## config.mk

```make
export PLATFORM = sky130hd
export DESIGN_NAME = amj_ram
export DESIGN_NICKNAME = d
export VERILOG_FILES = /design/src/hw/rtl/amj_ram.sv
export SDC_FILE = /design/constraint.sdc
export NUM_CORES = 1
export LEC_CHECK = 0
export BUFFER_PORTS_ARGS = -buffer_cell sky130_fd_sc_hd__buf_2
export CELL_PAD_IN_SITES_DETAIL_PLACEMENT = 1
export CELL_PAD_IN_SITES_GLOBAL_PLACEMENT = 1
export CORE_UTILIZATION = 53
export DETAILED_ROUTE_END_ITERATION = 8
export GPL_ROUTABILITY_DRIVEN = 0
export PLACE_DENSITY = 0.78
export SLEW_MARGIN = 0
export SYNTH_ARGS = -nofsm -noshare
export SYNTH_HDL_FRONTEND = slang
export SYNTH_SLANG_ARGS = --single-unit
```

## constraint.sdc

```tcl
create_clock -name clk -period 1.9 [get_ports clk]
set_input_delay 0.095 -clock clk [delete_from_list [all_inputs] [get_ports clk]]
set_output_delay 0.095 -clock clk [all_outputs]
set_load 0.005 [all_outputs]
```

## src/hw/rtl/amj_ram.sv

```systemverilog
// Generic single-write, single-read RAM with registered read data.
// No dependencies.
`default_nettype none
module amj_ram #(
	parameter int WIDTH = 8,
	parameter int DEPTH = 16
) (
	input  wire logic                     clk,
	input  wire logic                     we,
	input  wire logic [$clog2(DEPTH)-1:0] waddr,
	input  wire logic [WIDTH-1:0]         wdata,
	input  wire logic [$clog2(DEPTH)-1:0] raddr,
	output logic      [WIDTH-1:0]         rdata
);
	logic [WIDTH-1:0] mem [DEPTH];
	always_ff @(posedge clk) begin
		if (we) mem[waddr] <= wdata;
		rdata <= mem[raddr];
	end
endmodule
`default_nettype wire
```

==> out/metrics.cfg <==
[pwr]
swShare=0.194
p_clk_frac=0.482
p_seq_frac=0.472
leakage_nw=2.14
internal-power_w=0.00577
pwr-share-comb=0.046
ir_drop_uv=820
power_density_mw_per_mm2=1150
switching_power_w=0.00139

[grt]
grt_util_all_layers=0.252
grt_remaining_overflow=0
antenna_found_initial=0
grt_pass1_vias=2736
grt_first_pass_wirelength_um=17000
grt_max_degree=33

[yosys]
yosysMostFrequentCell=edfxtp_1
synth.area.mux_share=0.150
ys_top_cells_by_count=edfxtp_1 (128), mux4_2 (18), a22oi_1 (16), mux4_1 (14), nor2_1 (13)
synth.largest_area_cell=edfxtp_1
yosys.area.top_type_share=0.747
ys_seq_elements=136
async_flop_share=0
synth.cell_area_sq_mm=0.00515
ys_types=19
synth_top_family_by_area=multiplexers
ys_top_cells_by_area=edfxtp_1 (75%), mux4_2 (7.9%), mux4_1 (7.1%)
syn_avg_cell_area_sq_um=22.5
synth_adder_area_share=0
synth_compound_area_frac=0.0233
synth_top_flop_cell=edfxtp_1
synth_edf_count=128
ys_seq_area_frac=0.778
synth_simple_gate_area_share=0.0318
synthCells=229
synth_fp_nets=247
yosys_warnings=0
synthXorXnorAreaFrac=0

[setup_path]
crit_arrival_ns=1.83
r2r_slack_ns=0.46
crit_type=reg2reg
crit_chain=mux4_1 > a22oi_1 > nand2_1
worst_setup_path_start_kind=register
critPathTopFamily=multiplexers
slowest_stage=mux4_1
worstPathRequired_ns=2.29
max_stage_delay_ns=0.55
critPathCaptureType=register
crit_buf_inv=0
critPathMaxFanout=1

[cells_and_area]
syn_to_final_growth_pct=21.0
num_antenna_cells=0
layout.nets=309
fin_util=0.668
final_cells=433
drive_above_1_share=0.303

[floorplan]
core-area_sq_mm=0.00933
num_rows=35
die-area_sq_mm=0.0101
ioPinCount=26
dieHeight_um=101
die_w_um=101
start_util=0.552

[timing]
fin_skew_ns=0.00528
timing.final.crit_share=0.757
max_freq_mhz=695
slew_violations=0
setup_violations=0
fin_crit_ns=1.44
tightest_slew_ns=0.471
slew_headroom=0.686
holdWs_ns=0.160
fin_ws_ns=0.461
fin_setup_tns_ns=0
final_hold_viol_count=0
rsz0062_at_grt=false

[routing]
firstDrtPassIters=6
drc=0
num_vias=2576
ant_nets=0
drt_wl_total_um=11500
drt_iter0_markers=157
vias_per_cell=5.95
wl_per_cell_um=26.5

[cts]
cts-root-buf=clkbuf_8
cts_resized=0
cts_tree=yes
clock_latency_ns=0.51
postCtsSetupBuffers=0
clockBufferDepth=2
cts.sink_count=136
path_clk_slew_ns=0.06
htreeDepth=4
cts_inserted_buffers=17

[place]
dp_hpwl_um=6680
place.port_buffers=25
preCtsSetupSlack_ns=0.340
dp.cells=393

[job]
maxCapViolCount=0

[run_status]
outcome=completed

[min_path]
min_path_type=in2reg

-- path summary, 6_finish.rpt --
| path | endpoint | depth (start not counted) | startpoint |
|---|---|---|---|
| max | rdata[1]$_DFF_P_ | 3 | mem[1][1]$_DFFE_PP_ |
| min | mem[4][6]$_DFFE_PP_ | 3 | waddr[0] |
| max reg2reg | rdata[1]$_DFF_P_ | 3 | mem[1][1]$_DFFE_PP_ |
| min reg2reg | rdata[6]$_DFF_P_ | 3 | mem[14][6]$_DFFE_PP_ |
-- through the flow --
stage | instance area [sq um] | power (W)
2_1_floorplan | 5150 | 0.00360
3_3_place_gp | 5520 | 0.00374
3_5_place_dp | 5520 | 0.00376
4_1_cts | 6230 | 0.00722
5_1_grt | 6230 | 0.00735
6_report | 6230 | 0.00717
-- worst reg2reg max path, delay by kind of cell (launching register included) --
family / cells / cell delay [ns]
DFF: 1 / 0.36
and+or+nand+nor: 1 / 0.11
AOI/OAI and AO/OA: 1 / 0.29
muxes: 1 / 0.55
-- metal layers --
layer / wire, um / track usage / vias to the layer above
li1: - / - / 1099
met5: 0 / 0 / -
met4: 162 / 0.0936 / 0
met2: 5800 / 0.398 / 83
met1: 4920 / 0.340 / 1383
met3: 574 / 0.0700 / 11
-- cells in the final DEF, fill, tap and decap left out --
cell type      instances
or3b_2                 1
mux4_1                14
clkbuf_1               4
a22oi_1               16
dfxtp_1                8
nand3b_1               2
bufinv_16              5
buf_4                 18
clkbuf_8               1
buf_2                 25
edfxtp_1             128
dlygate4sd3_1          8
clkinv_2               1
and2_1                 1
buf_12                 2
inv_6                  1
clkinv_4               2
mux4_2                18
nand3_1                1
clkinvlp_4             2
nor2_1                13
nand2_1                9
nand2b_1               2
and2b_1                1
clkbuf_16             16
nor3_1                 4
nor2b_1                1
-- power by group through the flow --
stage / registers (W) / clock network (W) / logic [W]
CTS: 0.00338 / 0.00350 / 0.000335
finish: 0.00338 / 0.00345 / 0.000332
global placement: 0.00343 / 0 / 0.000302
floorplan: 0.00343 / 0 / 0.000170
global route: 0.00338 / 0.00361 / 0.000356
detailed placement: 0.00344 / 0 / 0.000317
-- layout make-up --
cell class,count,area [sq um]
multi-input cells,83,1060
well taps,129,161
flip-flops and latches,136,4000
clock inverters,11,196
clock buffers,21,429
repair buffers,53,380
fillers,745,3100
-- what timing repair did --
item	4_1_cts	5_1_grt
hold buffers	8	0
setup endpoints to repair	0	0
hold endpoints to repair	128	0
-- cells by family (layout without fill, tap and decap cells) --
family,Yosys count,after routing
DFF,136,136
and+or+nand+nor,35,35
muxes,32,32
AOI/OAI and AO/OA,16,16
buffers and inverters,10,85
-- flip-flops by register name, indices dropped and copies added (netlist names) --
name / cells
mem: 128
rdata: 8
No activity file was read; power rests on OpenSTA's default activity.
